$ cat src/cpc_pkg.sv
// cpc_pkg: types, constants and the micro-rotation angle table of the
// rectangular/polar converter. No dependencies.
`timescale 1ns / 1ps

package cpc_pkg;

    // Datapath widths: Q16.16 coordinates carry 24 guard bits in a
    // 60-bit signed word; angles use 48 bits per full turn.
    localparam int GUARD      = 24;
    localparam int XY_W       = 60;
    localparam int Z_W        = 48;
    localparam int COORD_W    = 32;
    localparam int MAX_STAGES = 40;

    // Action codes
    localparam logic ACT_P2R = 1'b0;
    localparam logic ACT_R2P = 1'b1;

    // Limit gain 1/K as a 32-bit fraction
    localparam logic [31:0] GAIN_K = 32'h9B74EDA8;

    // 2^64 / (2*pi)
    localparam logic [63:0] INV_TWO_PI = 64'h28BE60DB9391054A;

    // Rounding offsets
    localparam logic [XY_W-1:0] RND_POS = XY_W'(64'd1 << (GUARD - 1));
    localparam logic [XY_W-1:0] RND_NEG = XY_W'((64'd1 << (GUARD - 1)) + 64'd1);
    localparam logic [Z_W-1:0]  ANG_RND = Z_W'(64'd1 << 15);
    localparam logic [Z_W-1:0]  HALF_TURN = Z_W'(64'd1 << (Z_W - 1));

    typedef logic [Z_W-1:0] t_angle_tab [MAX_STAGES];

    // One vector in flight through the rotation stages
    typedef struct packed {
        logic                   act;
        logic                   zero;
        logic signed [XY_W-1:0] x;
        logic signed [XY_W-1:0] y;
        logic [Z_W-1:0]         z;
    } t_cordic;

    // One result beat
    typedef struct packed {
        logic signed [COORD_W-1:0] out_x;
        logic signed [COORD_W-1:0] out_y;
        logic [COORD_W-1:0]        out_radius;
        logic [COORD_W-1:0]        out_angle;
    } t_result;

    // Shift-subtract quotient, elaboration only
    function automatic logic [63:0] udiv64(input logic [63:0] num, input logic [63:0] den);
        logic [63:0] q;
        logic [63:0] r;
        q = '0;
        r = '0;
        for (int b = 63; b >= 0; b--) begin
            r = {r[62:0], num[b]};
            if (r >= den) begin
                r    = r - den;
                q[b] = 1'b1;
            end
        end
        return q;
    endfunction

    // Upper half of a 64 by 64 product, elaboration only
    function automatic logic [63:0] mul_hi64(input logic [63:0] a, input logic [63:0] b);
        logic [127:0] p;
        p = {64'd0, a} * {64'd0, b};
        return p[127:64];
    endfunction

    // atan(2^-i) / (2*pi) in units of 2^-48 turn; series for atan scaled by 2^60
    function automatic t_angle_tab build_angle_tab();
        t_angle_tab  tab;
        logic [63:0] acc;
        logic [63:0] term;
        logic [63:0] d;
        logic [63:0] n;
        for (int i = 0; i < MAX_STAGES; i++) begin
            if (i == 0) begin
                tab[i] = Z_W'(64'd1 << 45);
            end else begin
                acc = '0;
                for (int k = 0; k < 31; k++) begin
                    d = 64'(2 * k + 1);
                    n = 64'(i) * d;
                    if (n <= 64'd60) begin
                        term = udiv64(64'd1 << (64'd60 - n), d);
                        acc  = (k % 2 == 1) ? acc - term : acc + term;
                    end
                end
                tab[i] = Z_W'((mul_hi64(acc, INV_TWO_PI) + 64'd2048) >> 12);
            end
        end
        return tab;
    endfunction

    localparam t_angle_tab ANGLE_TAB = build_angle_tab();

endpackage

$ cat src/cpc_stage.sv
// cpc_stage: one registered CORDIC micro-rotation, shared by rotation and
// vectoring modes. Depends on cpc_pkg.
`timescale 1ns / 1ps

module cpc_stage #(
    parameter int SHIFT = 0
) (
    input  logic             i_clk,
    input  logic             i_rst_n,
    input  logic             i_en,
    input  logic             i_valid,
    input  cpc_pkg::t_cordic i_data,
    output logic             o_valid,
    output cpc_pkg::t_cordic o_data
);
    import cpc_pkg::*;

    logic                   r_valid;
    t_cordic                r_data;
    t_cordic                n_data;
    logic                   ccw;
    logic signed [XY_W-1:0] dx;
    logic signed [XY_W-1:0] dy;

    // Rotate toward zero residual angle, or toward the positive x axis
    always_comb begin
        ccw    = (i_data.act == ACT_P2R) ? !i_data.z[Z_W-1] : i_data.y[XY_W-1];
        dx     = $signed(i_data.y) >>> SHIFT;
        dy     = $signed(i_data.x) >>> SHIFT;
        n_data = i_data;
        if (ccw) begin
            n_data.x = i_data.x - dx;
            n_data.y = i_data.y + dy;
            n_data.z = i_data.z - ANGLE_TAB[SHIFT];
        end else begin
            n_data.x = i_data.x + dx;
            n_data.y = i_data.y - dy;
            n_data.z = i_data.z + ANGLE_TAB[SHIFT];
        end
    end

    always_ff @(posedge i_clk) begin
        if (!i_rst_n) begin
            r_valid <= 1'b0;
        end else if (i_en) begin
            r_valid <= i_valid;
        end
    end

    always_ff @(posedge i_clk) begin
        if (i_en) begin
            r_data <= n_data;
        end
    end

    assign o_valid = r_valid;
    assign o_data  = r_data;

endmodule

$ cat config.mk
export PLATFORM = sky130hd
export DESIGN_NAME = cpc_stage
export DESIGN_NICKNAME = d
export VERILOG_FILES = /design/src/cpc_pkg.sv /design/src/cpc_stage.sv
export SDC_FILE = /design/constraint.sdc
export NUM_CORES = 1
export LEC_CHECK = 0
export ABC_AREA = 0
export BUFFER_PORTS_ARGS = -buffer_cell sky130_fd_sc_hd__buf_2
export CAP_MARGIN = 15
export CORE_MARGIN = 3
export CORE_UTILIZATION = 32
export DETAILED_ROUTE_END_ITERATION = 8
export GPL_TIMING_DRIVEN = 0
export MAX_ROUTING_LAYER = met4
export PLACE_DENSITY_LB_ADDON = 0.1
export SLEW_MARGIN = 20
export SYNTH_ARGS = -nofsm -noshare
export SYNTH_HDL_FRONTEND = slang
export SYNTH_SLANG_ARGS = --single-unit
$ cat constraint.sdc
create_clock -name i_clk -period 5.05 [get_ports i_clk]
set_input_delay 0.505 -clock i_clk [delete_from_list [all_inputs] [get_ports i_clk]]
set_output_delay 0.505 -clock i_clk [all_outputs]
set_load 0.005 [all_outputs]
# Yosys cells after proc, flatten, opt, wreduce, memory -nomap -nowiden

Cells that the tools add are included.

Bits of input ports: 174
Bits in registers: 171
Logic and storage cells: 14

Muxes and demuxes: 2
$add $sub $neg: 5
Reductions and logical operators: 1

Operators by type and width:

| kind                                                | number |
|---|---|
| two-way mux 168 bit                                 | 1 |
| subtractor 60 bit                                   | 2 |
| adder 60 bit                                        | 1 |
| adder 48 x 46 -> 48 bit, second input constant      | 1 |
| subtractor 48 x 46 -> 48 bit, second input constant | 1 |
| zero test 1 bit                                     | 1 |
| two-way mux 1 bit                                   | 1 |

# Longest topological paths before layout

Depth after elaboration: 3
Gate-level depth with buffers: 13
Mapped depth without buffers: 13

# Worst setup path before layout

Ideal clock, no wire load.

Path kind: input -> register
Start: input i_data[61] (netlist bit)
End: register r_data, in the netlist o_data[101] (data pin)
Buffers on the path: 1
Path slack: 1.897 ns
Stages on the path: 13
Arrival: 2.885 ns
Cell sequence: inv_1 > ha_1 > buf_4 > nor2_2 > nand3_1 > or4_1 > or3_1 > o22ai_2 > o22ai_2 > a211oi_2 > o2111ai_1 > o21ai_0 > xnor2_1

RTL lines:

| item                 | line            | text |
|---|---|---|
| start, declared      | cpc_stage.sv:12 | `input cpc_pkg::t_cordic i_data,` |
| end signal, assigned | cpc_stage.sv:52 | `r_data <= n_data;` |
| end, declared        | cpc_stage.sv:19 | `t_cordic r_data;` |

==> flow_metrics.tcl <==
set metrics [dict create \
    rsz0062_at_grt "false" \
    yosysTopAreaCellShare 0.3080 \
    yosysWarnings 0 \
    p_int_w 0.003251 \
    grt_pass1_wl_um 108300 \
    finalClockSkew_ns 0 \
    cts_setup_buffers 0 \
    finalCritPeriodShare 0.8222 \
    grt_overflow_total 0 \
    synth_area_mm2 0.01648 \
    hold_violations 0 \
    tns_ns 0 \
    clk_pin_slew_worst_paths_ns 0.08 \
    cts_resized 0 \
    postSynthCellCount 1955 \
    maxSlewViolCount 0 \
    worstPathMaxFanout 10 \
    ant_nets 0 \
    worstSetupStartpointType "primary input" \
    drt_iter0_markers 1364 \
    layout.nets 2692 \
    maxCapViolCount 0 \
    area_growth_pct 19.44 \
    grt_max_degree 96 \
    cts_tree "yes" \
    worstPathRequired_ns 5.27 \
    end_kind "flip-flop" \
    pin_count 345 \
    antenna_found_initial 0 \
    final_layout_size_suffix_gt1_frac 0.1877 \
    routed_wl_um 74610 \
    wl_per_cell_um 24.82 \
    initial_utilization 0.3264 \
    p_sw_frac 0.4046 \
    switchingPower_w 0.002209 \
    synth_nets 2326 \
    n_fill_cell 5342 \
    seq_area_mm2 0.005095 \
    max-vdd-ir-drop_uv 231.6 \
    synth_area_leader_cell "edfxtp_1" \
    htree_levels 4 \
    vias_per_cell 5.564 \
    synth.avg_cell_area_um2 8.429 \
    p_leak_nw 8.595 \
    route.vias.total 16720 \
    multi_input_area_mm2 0.01030 \
    cp_cell_sequence "buf_2 > inv_1 > ha_1 > buf_2 > nand2_1 > nor2_1 > nand3b_1 > o41ai_1 > nor2_1 > o31a_1 > o31ai_1 > and4_1 > o22ai_1 > xnor2_1" \
    fin_ws_ns 0.8979 \
    holdPathStages 1 \
    synth_ff_type "edfxtp_1" \
    slowest_delay_ns 0.65 \
    die_h_um 232.9 \
    tightest_slew_ns 1.201 \
    post-route-drc-count 0 \
    whs_ns 0.1834 \
    cp_top_family "compound AO/OA/AOI/OAI gates" \
    cp_slowest_cell "o31ai_1" \
    crit_arrival_ns 4.37 \
    synth.most_common_cell "a21oi_1" \
    grt_pass1_vias 16270 \
    synth_cell_types 76 \
    worstSetupPathType "in2reg" \
    synth.top_cells.by_count "261 x a21oi_1, 193 x ha_1, 187 x inv_1" \
    grt_usage 0.2768 \
    setup_viol 0 \
    core_area_mm2 0.05048 \
    clockPowerShare 0.252 \
    portBuffers 344 \
    total_power_w 0.005459 \
    cts_root_buf "clkbuf_16" \
    ys_seq_area_frac 0.3092 \
    firstDrtPassIters 5 \
    numCtsBuffers 17 \
    die-area_mm2 0.05425 \
    relSlewSlack 0.1996 \
    synthTopCellsByArea "edfxtp_1 31%, ha_1 15%, a21oi_1 7.9%" \
    dp_slack_ns 0.4985 \
    fp-row-count 82 \
    synth_enable_flop_cells 169 \
    fmax_mhz 240.8 \
    cts_max_path_buffers 2 \
    hold_path_class "in2reg" \
    cp_num_cells 14 \
    fin_crit_ns 4.152 \
    dp_hpwl_um 60710 \
    rr_worst_depth 2 \
    cts.sink_count 170 \
    clock_latency_ns 0.49 \
    diodes 0 \
    seqPwrFrac 0.350 \
    finalWeightedCongestion 0.9962 \
    combPwrFrac 0.398 \
    status "completed" \
    die_width_um 232.9 \
    ys_ff_latch 170 \
    powerDensity_mw_per_mm2 277.4 \
    async_flop_share 0 \
    postCtsHoldBufs 0 \
    critPathBufInv 3 \
]
==> cells by family after synthesis <==
family	share of synthesized area
buffers and inverters	0.06606
AO/OA/AOI/OAI	0.2582
adder cells (fa/ha/maj)	0.1514
multiplexers	0.01397
flip-flops	0.3092
XOR/XNOR	0.06219
AND/OR/NAND/NOR	0.1390
==> cell usage in the layout, fill, tap and decap left out, types with 7 or more instances in the layout <==
cell and count:
a211oi_1 14, a21boi_0 10, a21o_1 35, a21oi_1 261, a31oi_1 22, a41oi_1 9, and2_1 7, and3_1 15
buf_1 10, buf_2 362, clkbuf_1 47, clkbuf_16 17, clkinv_1 7, edfxtp_1 169, ha_1 193, inv_1 187
mux2i_1 23, nand2_1 122, nand2b_1 16, nand3_1 31, nand4_1 30, nor2_1 163, nor2b_1 17, nor3_1 34
nor4_1 21, o2111ai_1 7, o211ai_1 18, o21a_1 11, o21ai_0 137, o21bai_1 45, o22ai_1 7, o31a_1 8
o31ai_1 22, or2_2 8, xnor2_1 114
==> registers in the layout, summed over array words and instances (netlist names) <==
signal and flops:
o_valid 1, o_data 169
==> worst paths after layout <==
check,start,endpoint,slack [ns]
min reg2reg,o_valid,o_valid,0.53
max reg2reg,o_valid,o_valid,4.46
min,i_data[26],o_data[26],0.18
max,i_data[66],o_data[163],0.90
==> per-layer routing <==
| layer | global-route usage | wire length, um | vias up |
|---|---|---|---|
| li1 | - | - | 7788 |
| met1 | 0.3651 | 33760 | 8170 |
| met2 | 0.4455 | 34870 | 690 |
| met3 | 0.04126 | 4553 | 76 |
| met4 | 0.07082 | 1430 | 0 |
| met5 | - | 0 | - |
==> stage by stage <==
step	cells	area, um2	util
3_5_place_dp	2973	19090	0.3782
3_3_place_gp	2971	19040	0.3772
6_report	3006	19680	0.3899
2_1_floorplan	1955	16480	-
4_1_cts	3005	19670	0.3896
5_1_grt	3006	19680	0.3899
==> area by class of cell <==
cell class,instances,area share
multi-input cells,1507,0.5234
flip-flops and latches,170,0.2589
repair buffers,347,0.09040
well taps,672,0.04272
inverters,195,0.03719
clock buffers,17,0.02161
plain buffers,83,0.01825
clock inverters,15,0.007565
==> power groups by stage <==
| stage | Clock, W | Combinational (W) | Sequential (W) |
|---|---|---|---|
| after global placement | 0 | 0.00215 | 0.00195 |
| final | 0.00137 | 0.00217 | 0.00191 |
| after floorplan | 0 | 0.00116 | 0.00196 |
| after CTS | 0.00142 | 0.00215 | 0.00191 |
| after detailed placement | 0 | 0.00213 | 0.00194 |
| after global routing | 0.00147 | 0.00235 | 0.00193 |
(Power assumes the default switching activity.)
