## config.mk

```make
export PLATFORM = sky130hd
export DESIGN_NAME = cpc_pre
export DESIGN_NICKNAME = d
export VERILOG_FILES = /design/src/cpc_pkg.sv /design/src/cpc_pre.sv
export SDC_FILE = /design/constraint.sdc
export NUM_CORES = 1
export LEC_CHECK = 0
export ABC_AREA = 0
export BUFFER_PORTS_ARGS = -buffer_cell sky130_fd_sc_hd__buf_4
export CORE_MARGIN = 5
export CORE_UTILIZATION = 28
export CTS_CLUSTER_SIZE = 28
export DETAILED_ROUTE_END_ITERATION = 12
export PLACE_DENSITY = 0.5
export SLEW_MARGIN = 10
export SYNTH_ARGS = -nofsm -noshare
export SYNTH_HDL_FRONTEND = slang
export SYNTH_SLANG_ARGS = --single-unit
```

## constraint.sdc

```tcl
create_clock -name i_clk -period 2.26 [get_ports i_clk]
set_input_delay 0.113 -clock i_clk [delete_from_list [all_inputs] [get_ports i_clk]]
set_output_delay 0.113 -clock i_clk [all_outputs]
set_load 0.01 [all_outputs]
```

## src/cpc_pkg.sv

```systemverilog
// cpc_pkg: types, constants and the micro-rotation angle table of the
// rectangular/polar converter. No dependencies.
`timescale 1ns / 1ps

package cpc_pkg;

    // Datapath widths: Q16.16 coordinates carry 24 guard bits in a
    // 60-bit signed word; angles use 48 bits per full turn.
    localparam int GUARD      = 24;
    localparam int XY_W       = 60;
    localparam int Z_W        = 48;
    localparam int COORD_W    = 32;
    localparam int MAX_STAGES = 40;

    // Action codes
    localparam logic ACT_P2R = 1'b0;
    localparam logic ACT_R2P = 1'b1;

    // Limit gain 1/K as a 32-bit fraction
    localparam logic [31:0] GAIN_K = 32'h9B74EDA8;

    // 2^64 / (2*pi)
    localparam logic [63:0] INV_TWO_PI = 64'h28BE60DB9391054A;

    // Rounding offsets
    localparam logic [XY_W-1:0] RND_POS = XY_W'(64'd1 << (GUARD - 1));
    localparam logic [XY_W-1:0] RND_NEG = XY_W'((64'd1 << (GUARD - 1)) + 64'd1);
    localparam logic [Z_W-1:0]  ANG_RND = Z_W'(64'd1 << 15);
    localparam logic [Z_W-1:0]  HALF_TURN = Z_W'(64'd1 << (Z_W - 1));

    typedef logic [Z_W-1:0] t_angle_tab [MAX_STAGES];

    // One vector in flight through the rotation stages
    typedef struct packed {
        logic                   act;
        logic                   zero;
        logic signed [XY_W-1:0] x;
        logic signed [XY_W-1:0] y;
        logic [Z_W-1:0]         z;
    } t_cordic;

    // One result beat
    typedef struct packed {
        logic signed [COORD_W-1:0] out_x;
        logic signed [COORD_W-1:0] out_y;
        logic [COORD_W-1:0]        out_radius;
        logic [COORD_W-1:0]        out_angle;
    } t_result;

    // Shift-subtract quotient, elaboration only
    function automatic logic [63:0] udiv64(input logic [63:0] num, input logic [63:0] den);
        logic [63:0] q;
        logic [63:0] r;
        q = '0;
        r = '0;
        for (int b = 63; b >= 0; b--) begin
            r = {r[62:0], num[b]};
            if (r >= den) begin
                r    = r - den;
                q[b] = 1'b1;
            end
        end
        return q;
    endfunction

    // Upper half of a 64 by 64 product, elaboration only
    function automatic logic [63:0] mul_hi64(input logic [63:0] a, input logic [63:0] b);
        logic [127:0] p;
        p = {64'd0, a} * {64'd0, b};
        return p[127:64];
    endfunction

    // atan(2^-i) / (2*pi) in units of 2^-48 turn; series for atan scaled by 2^60
    function automatic t_angle_tab build_angle_tab();
        t_angle_tab  tab;
        logic [63:0] acc;
        logic [63:0] term;
        logic [63:0] d;
        logic [63:0] n;
        for (int i = 0; i < MAX_STAGES; i++) begin
            if (i == 0) begin
                tab[i] = Z_W'(64'd1 << 45);
            end else begin
                acc = '0;
                for (int k = 0; k < 31; k++) begin
                    d = 64'(2 * k + 1);
                    n = 64'(i) * d;
                    if (n <= 64'd60) begin
                        term = udiv64(64'd1 << (64'd60 - n), d);
                        acc  = (k % 2 == 1) ? acc - term : acc + term;
                    end
                end
                tab[i] = Z_W'((mul_hi64(acc, INV_TWO_PI) + 64'd2048) >> 12);
            end
        end
        return tab;
    endfunction

    localparam t_angle_tab ANGLE_TAB = build_angle_tab();

endpackage

```

## src/cpc_pre.sv

```systemverilog
// cpc_pre: input conditioning stage; folds the vector into the right half
// plane (or the angle into +/- a quarter turn). Depends on cpc_pkg.
`timescale 1ns / 1ps

module cpc_pre (
    input  logic             i_clk,
    input  logic             i_rst_n,
    input  logic             i_en,
    input  logic             i_valid,
    input  logic             i_action,
    input  logic [31:0]      i_coord_x,
    input  logic [31:0]      i_coord_y,
    input  logic [31:0]      i_radius_in,
    input  logic [31:0]      i_angle_in,
    output logic             o_valid,
    output cpc_pkg::t_cordic o_data
);
    import cpc_pkg::*;

    localparam int EXT_W = XY_W - COORD_W - GUARD;

    logic            r_valid;
    t_cordic         r_data;
    t_cordic         n_data;
    logic [XY_W-1:0] ext_r;
    logic [XY_W-1:0] ext_x;
    logic [XY_W-1:0] ext_y;
    logic [Z_W-1:0]  ang;

    // Scale to the guard-bit format and fold the start point
    always_comb begin
        ext_r = {{EXT_W{i_radius_in[31]}}, i_radius_in, {GUARD{1'b0}}};
        ext_x = {{EXT_W{i_coord_x[31]}}, i_coord_x, {GUARD{1'b0}}};
        ext_y = {{EXT_W{i_coord_y[31]}}, i_coord_y, {GUARD{1'b0}}};
        ang   = {i_angle_in, {(Z_W - COORD_W){1'b0}}};
        n_data.act  = i_action;
        n_data.zero = (i_coord_x == '0) && (i_coord_y == '0);
        if (i_action == ACT_P2R) begin
            // second and third quadrant: negate radius, move angle by half a turn
            n_data.y = '0;
            if (i_angle_in[31] ^ i_angle_in[30]) begin
                n_data.x = -ext_r;
                n_data.z = ang ^ HALF_TURN;
            end else begin
                n_data.x = ext_r;
                n_data.z = ang;
            end
        end else begin
            if (i_coord_x[31]) begin
                n_data.x = -ext_x;
                n_data.y = -ext_y;
                n_data.z = HALF_TURN;
            end else begin
                n_data.x = ext_x;
                n_data.y = ext_y;
                n_data.z = '0;
            end
        end
    end

    // Advance valid with the pipeline
    always_ff @(posedge i_clk) begin
        if (!i_rst_n) begin
            r_valid <= 1'b0;
        end else if (i_en) begin
            r_valid <= i_valid;
        end
    end

    always_ff @(posedge i_clk) begin
        if (i_en) begin
            r_data <= n_data;
        end
    end

    assign o_valid = r_valid;
    assign o_data  = r_data;

endmodule

```

; ---- After elaboration in Yosys (flattened, before gate mapping)
; Cells that the tools add are included.
[totals]
ff_bits = 171
latch_bits = 0
ram_bits = 0
mem_bits_ro = 0
output_inout_bits = 171
elab_cells = 20
memories = 0
[op_classes]
addsub = 3
mul = 0
div = 0
order_cmp = 0
n_eq_ne = 0
n_shift = 0
n_mux = 4
n_bitwise = 2
reduce_logical = 4
[ops]
columns = cell, count
row1 = two-way mux 168 bit, 2
row2 = negator 60 bit, 3
row3 = zero test 32 bit, 2
row4 = two-way mux 60 bit, 1
row5 = two-way mux 48 bit, 1
row6 = AND reduction 2 bit, 1
row7 = logical AND 1 bit, 1
row8 = NOT 1 bit, 1
row9 = bitwise XOR 1 bit, 1

; ---- Logic depth before layout (Yosys ltp)
; Gate-level depths: netlist of run 1.
[logic_depth]
word_depth = 3
ltp_mapped = 8
ltp_nobuf = 7

; ---- Least setup slack after synthesis of run 1
; OpenSTA, ideal clock, no wires.
[synth_path]
path_type = input -> register
start = in i_coord_x[10]
end = reg r_data, in the netlist o_data[158], data pin
setup_time_ns = 0.180
arrival_ns = 1.908
t_required_ns = 2.080
slack_ns = 0.172
path_stages = 6
n_path_buf = 1
cell_sequence = or4_4 > or3_1 > buf_6 > nor3_1 > mux2_2 > a221oi_1
[synth_rtl]
columns = item, line
row1 = "start, declared", cpc_pre.sv:11  ; input logic [31:0] i_coord_x,
row2 = "end signal, assigned", cpc_pre.sv:72  ; r_data <= n_data;
row3 = "end, declared", cpc_pre.sv:23  ; t_cordic r_data;

==> impl_metrics.env, run 1 <==
export IMPL_area_growth_pct=38.0
export IMPL_peakVddDrop_v=0.000270
export IMPL_hp_start="i_valid"
export IMPL_outcome="finished clean"
export IMPL_tritoncts="built"
export IMPL_drc=0
export IMPL_post_synth_top_area_fraction_pct=47.3
export IMPL_ys_flop_type="edfxtp_1"
export IMPL_io_buffers=239
export IMPL_dieArea_um2=27300
export IMPL_holdPathStages=3
export IMPL_slew_violations=0
export IMPL_yosys_area_top_type="edfxtp_1"
export IMPL_hpwl_um=16600
export IMPL_gp_congestion=0.800
export IMPL_vias_per_cell=4.59
export IMPL_reg2regPathDepth=2
export IMPL_clk_pin_slew_ns=0.08
export IMPL_r2r_setup_slack_ns=1.66
export IMPL_start_kind="input pin"
export IMPL_rsz0062_at_grt="no"
export IMPL_post_route_min_period_ns=2.05
export IMPL_antenna_found_initial=1
export IMPL_cts_resized=0
export IMPL_synth_edf_count=106
export IMPL_netlist_area_um2=6740
export IMPL_fin_skew_ns=0
export IMPL_fin_ws_ns=0.208
export IMPL_crit_type="in -> reg"
export IMPL_synth_distinct_cells=49
export IMPL_end_kind="flip-flop"
export IMPL_synthCells=627
export IMPL_worstPathArrival_ns=2.23
export IMPL_routedWlPerCell_um=17.7
export IMPL_layoutNonFillerInstCount=1220
export IMPL_chipWidth_um=165
export IMPL_core_um2=23600
export IMPL_post_place_ws_ns=-0.144
export IMPL_hp_class="in -> reg"
export IMPL_cp_num_buf_inv=2
export IMPL_grt_pass1_wl_um=31600
export IMPL_cts_buffers=9
export IMPL_syn_area_per_cell_um2=10.7
export IMPL_yosysSeqAreaShare_pct=47.6
export IMPL_firstDrtPassIters=4
export IMPL_vias=5600
export IMPL_layout_commonest_cell="buf_4"
export IMPL_crit_chain="buf_4, or4_1, or3_1, buf_4, nor3_1, mux2_2, a221oi_1"
export IMPL_max_freq_ghz=0.487
export IMPL_cap_violations=0
export IMPL_tightestPinTransition_ns=0.683
export IMPL_critPathTopFamily="simple AND/OR/NAND/NOR gates"
export IMPL_initial_core_util_pct=28.5
export IMPL_slew_headroom_pct=54.3
export IMPL_clock_sinks=107
export IMPL_hold_path_end="o_valid"
export IMPL_finalCritPeriodShare_pct=90.8
export IMPL_clock_path_buffers=2
export IMPL_critPathMaxFanout=6
export IMPL_drive_gt1_share_pct=36.5
export IMPL_diodes=0
export IMPL_synth_area_leaders="edfxtp_1 47%, buf_4 7.1%, xor2_1 6.4%, xnor2_1 4.4%, mux2i_1 3.1%"
export IMPL_grt_pass1_vias=5550
export IMPL_cp_required_ns=2.44
export IMPL_r2r_start="o_valid"
export IMPL_crit_slowest_cell="or4_1"
export IMPL_cp_common_cell="buf_4"
export IMPL_drt_iter0_markers=239
export IMPL_final_util_pct=39.4
export IMPL_power_density_nw_per_um2=586
export IMPL_final_antenna_net_count=0
export IMPL_r2r_end="o_valid"
export IMPL_ioPinCount=304
export IMPL_ctsRootBufferMaster="clkbuf_16"
export IMPL_htree_levels=3
export IMPL_hold_viol=0
export IMPL_grt_overflow=0
export IMPL_synthArstFlopShare_pct=0
export IMPL_post_cts_buffers=0
export IMPL_totalWireLength_um=21600
export IMPL_clk_latency_ns=0.36
export IMPL_grt_max_degree=108
export IMPL_die_y_um=165
export IMPL_grt_usage_pct=15.1
export IMPL_final_nets=1032
export IMPL_slowest_delay_ns=0.56
export IMPL_dp_cells=1203
export IMPL_ys_ff_latch=107
export IMPL_design_area_um2=9300
export IMPL_row_count=56
export IMPL_yosysWarnings=0
export IMPL_power_leakage_nw=3.83
export IMPL_finalPower_w=0.00545
export IMPL_layout_common_cells="289 x buf_4, 106 x edfxtp_1, 64 x conb_1"
export IMPL_setup_violations=0
export IMPL_dpl_instance_area_um2=8980
worst max path at each step:
stage,startpoint,endpoint,slack (ns),cells after the start
3_5_place_dp,i_coord_x[6],o_data[158],-0.14,7
5_1_grt,i_coord_x[6],o_data[158],0.1,7
2_1_floorplan,i_coord_x[10],o_data[158],0.17,6
4_1_cts,i_coord_x[6],o_data[158],0.24,7
6_report,i_coord_x[6],o_data[158],0.21,7
3_3_place_gp,i_coord_y[6],o_data[103],-0.14,7
cells by family (layout without fill, tap and decap cells):
group                    count (synthesis)  count (layout)  share of synthesized area, %
other                                    1              64                        0.0557
AO/OA/AOI/OAI                          113             113                          12.2
buffers and inverters                  113             324                          10.1
AND/OR/NAND/NOR                        185             185                          15.5
XOR/XNOR                                83              83                          10.8
multiplexers                            22              22                          3.29
flip-flops                             107             107                          47.6
adder cells (fa/ha/maj)                  3               3                         0.557
where the power goes:
group / internal, W / switching [W]
Sequential: 0.00241 / 0.0000587
Combinational: 0.000637 / 0.000675
Clock: 0.000792 / 0.000873
Total: 0.00384 / 0.00161
timing repair:
item                                   in CTS  in global routing
setup endpoints to repair                   0                  0
hold buffers                                1                  0
endpoints found under the hold margin       1                  0
metrics by stage:
| stage | hold slack (ns) | setup TNS (ns) |
|---|---|---|
| finish | 0.0220 | 0 |
| global route | 0.0130 | 0 |
| CTS | 0.00497 | 0 |
| detailed placement | 0.333 | -0.826 |
| global placement | 0.330 | -0.832 |
| floorplan | 0.212 | 0 |
cell usage after synthesis (2+ instances only):
library cell,n
nor2_1,50
nand3_1,3
o211ai_1,2
or4_1,14
buf_4,64
nand2_1,13
buf_6,2
o21a_1,6
o31a_1,3
o2bb2ai_1,2
o21ai_0,16
nand2b_1,4
mux2i_1,21
o31ai_1,20
or2_2,8
o41ai_1,15
xor2_1,49
buf_1,3
and3_1,2
xnor2_1,34
nor4_2,4
nor4_1,12
and2_1,7
a31oi_1,8
a211oi_1,2
or3_1,20
clkbuf_1,27
nand4b_1,2
a21oi_1,28
nor2b_1,33
ha_1,3
nor3_1,10
buf_2,2
edfxtp_1,106
inv_1,15
o41ai_2,4
cell type report:
| type | count | area (um2) |
|---|---|---|
| Fill cell | 2389 | 14300 |
| Sequential cell | 107 | 3200 |
| Multi-Input combinational cell | 470 | 3090 |
| Timing Repair Buffer | 293 | 2240 |
| Tap cell | 319 | 399 |
| Clock buffer | 9 | 225 |
| Clock inverter | 7 | 80.1 |
| Inverter | 15 | 56.3 |
flip-flops by register name, indices dropped and copies added, names as in the netlist:
| signal | count |
|---|---|
| o_data | 106 |
| o_valid | 1 |
metal layers:
layer  vias to the layer above  global-route usage [%]  share of wire (%)
met5                         -                       0              0.060
met2                       252                    24.6                 47
met3                        30                    3.30                8.0
met1                      2609                    19.8                 43
met4                         2                    5.60                2.3
li1                       2707                       -                  -
worst reg2reg max path, delay by kind of cell, from the launching register on:
family / cells / cell delay, ns
flops: 1 / 0.31
mux: 1 / 0.13
simple gates: 1 / 0.06
No activity file was read; power rests on OpenSTA's default activity.
==> run 2, diff against run 1 <==
REMOVE_ABC_BUFFERS = 1   (was not set)
==> impl_metrics.env, run 2 (synthesis gave the netlist of run 1 again) <==
export IMPL_outcome="finished clean"
export IMPL_grt_pass1_wl_um=31600
export IMPL_grt_pass1_vias=5544
export IMPL_antenna_found_initial=0
export IMPL_initial_core_util_pct=28.5
export IMPL_cts_buffers=9
export IMPL_rsz0062_at_grt="no"
export IMPL_vias_per_cell=4.59
export IMPL_final_nets=1029
export IMPL_fin_skew_ns=0
export IMPL_chipWidth_um=165
export IMPL_max_freq_ghz=0.490
export IMPL_worstPathArrival_ns=2.15
export IMPL_final_antenna_net_count=0
export IMPL_start_kind="input pin"
export IMPL_peakVddDrop_v=0.000336
export IMPL_post_cts_buffers=0
export IMPL_layout_commonest_cell="buf_4"
export IMPL_drive_gt1_share_pct=36.1
export IMPL_firstDrtPassIters=4
export IMPL_hp_class="in -> reg"
export IMPL_area_growth_pct=37.1
export IMPL_grt_usage_pct=15.2
export IMPL_whs_ns=0.0373
export IMPL_routedWlPerCell_um=17.7
export IMPL_totalWireLength_um=21600
export IMPL_power_density_nw_per_um2=576
export IMPL_critPathMaxFanout=5
export IMPL_power_leakage_nw=3.80
export IMPL_drt_iter0_markers=254
export IMPL_crit_type="in -> reg"
export IMPL_drc=0
export IMPL_ctsRootBufferMaster="clkbuf_16"
export IMPL_gp_congestion=0.791
export IMPL_layout_common_cells="287 x buf_4, 106 x edfxtp_1, 64 x conb_1"
export IMPL_p_clk_share_pct=29.2
export IMPL_finalPower_w=0.00532
export IMPL_cp_required_ns=2.37
export IMPL_clk_latency_ns=0.35
export IMPL_die_y_um=165
export IMPL_grt_max_degree=63
export IMPL_core_um2=23600
export IMPL_clk_pin_slew_ns=0.08
export IMPL_row_count=56
export IMPL_post_route_min_period_ns=2.04
export IMPL_cap_violations=0
export IMPL_hold_viol=0
export IMPL_largest_reg_flops=106
export IMPL_nFillCells=2385
export IMPL_slew_violations=0
export IMPL_ioPinCount=304
export IMPL_grt_overflow=0
export IMPL_p_int_w=0.00380
export IMPL_hpwl_um=16900
export IMPL_clock_path_buffers=2
export IMPL_htree_levels=3
export IMPL_diodes=0
export IMPL_end_kind="flip-flop"
export IMPL_power_switching_w=0.00151
export IMPL_cts_resized=0
export IMPL_finalCritPeriodShare_pct=90.4
export IMPL_clock_sinks=107
export IMPL_power_frac_seq_pct=46.4
export IMPL_p_sw_share_pct=28.5
export IMPL_io_buffers=239
export IMPL_tritoncts="built"
export IMPL_vias=5592
export IMPL_dieArea_um2=27300
export IMPL_setup_violations=0
export IMPL_comb_power_share_pct=24.4
==> run 2: metal layers <==
layer / share of wire [%] / track usage, % / routed length [um] / vias to the layer above
met4: 1.1 / 3.52 / 240 / 0
li1: - / - / - / 2697
met2: 48 / 25.8 / 10300 / 251
met1: 42 / 19.0 / 9040 / 2630
met5: 0 / 0 / 0 / -
met3: 9.3 / 4.47 / 2000 / 14
==> run 2: power by group through the flow <==
stage	sequential, W	clock [W]	combinational [W]
final	0.00247	0.00155	0.00130
after global routing	0.00249	0.00171	0.00142
after CTS	0.00247	0.00163	0.00132
after detailed placement	0.00252	0	0.00131
after global placement	0.00252	0	0.00131
after floorplan	0.00261	0	0.000434
==> run 2: layout make-up <==
class | instances | area [um2] | area share, %
Sequential cell | 107 | 3200 | 34.7
Multi-Input combinational cell | 470 | 3090 | 33.5
Timing Repair Buffer | 290 | 2200 | 23.9
Tap cell | 319 | 399 | 4.32
Clock buffer | 10 | 229 | 2.48
Inverter | 15 | 56.3 | 0.610
Clock inverter | 6 | 50.0 | 0.542
==> run 2: worst max-delay path, cell delays in order <==
cell and delay (ns):
buf_4 0.12, or4_1 0.61, or3_1 0.43, nor4_1 0.42
buf_4 0.19, a211oi_1 0.08, o21a_1 0.19
==> run 2: worst paths after layout <==
path | from | endpoint | slack (ns) | cells after the start
worst max-delay path | i_coord_y[6] | o_data[104] | 0.22 | 7
worst min-delay path | i_valid | o_valid | 0.04 | 3
worst max register to register | o_valid | o_valid | 1.67 | 2
worst min register to register | o_valid | o_valid | 0.53 | 2
==> run 2: through the flow <==
step	setup WS (ns)	std cells	setup TNS [ns]	area (um2)	util, %
CTS	0.205	1217	0	9240	39.1
floorplan	0.0399	592	0	6350	-
finish	0.218	1217	0	9240	39.1
detailed placement	-0.153	1200	-0.710	8950	37.9
global route	0.111	1217	0	9240	39.1
global placement	-0.199	1200	-0.891	8950	37.9
==> run 2: repair_timing <==
item / 4_1_cts / 5_1_grt
hold endpoints to repair: 1 / 0
hold buffers: 1 / 0
setup endpoints to repair: 0 / 0
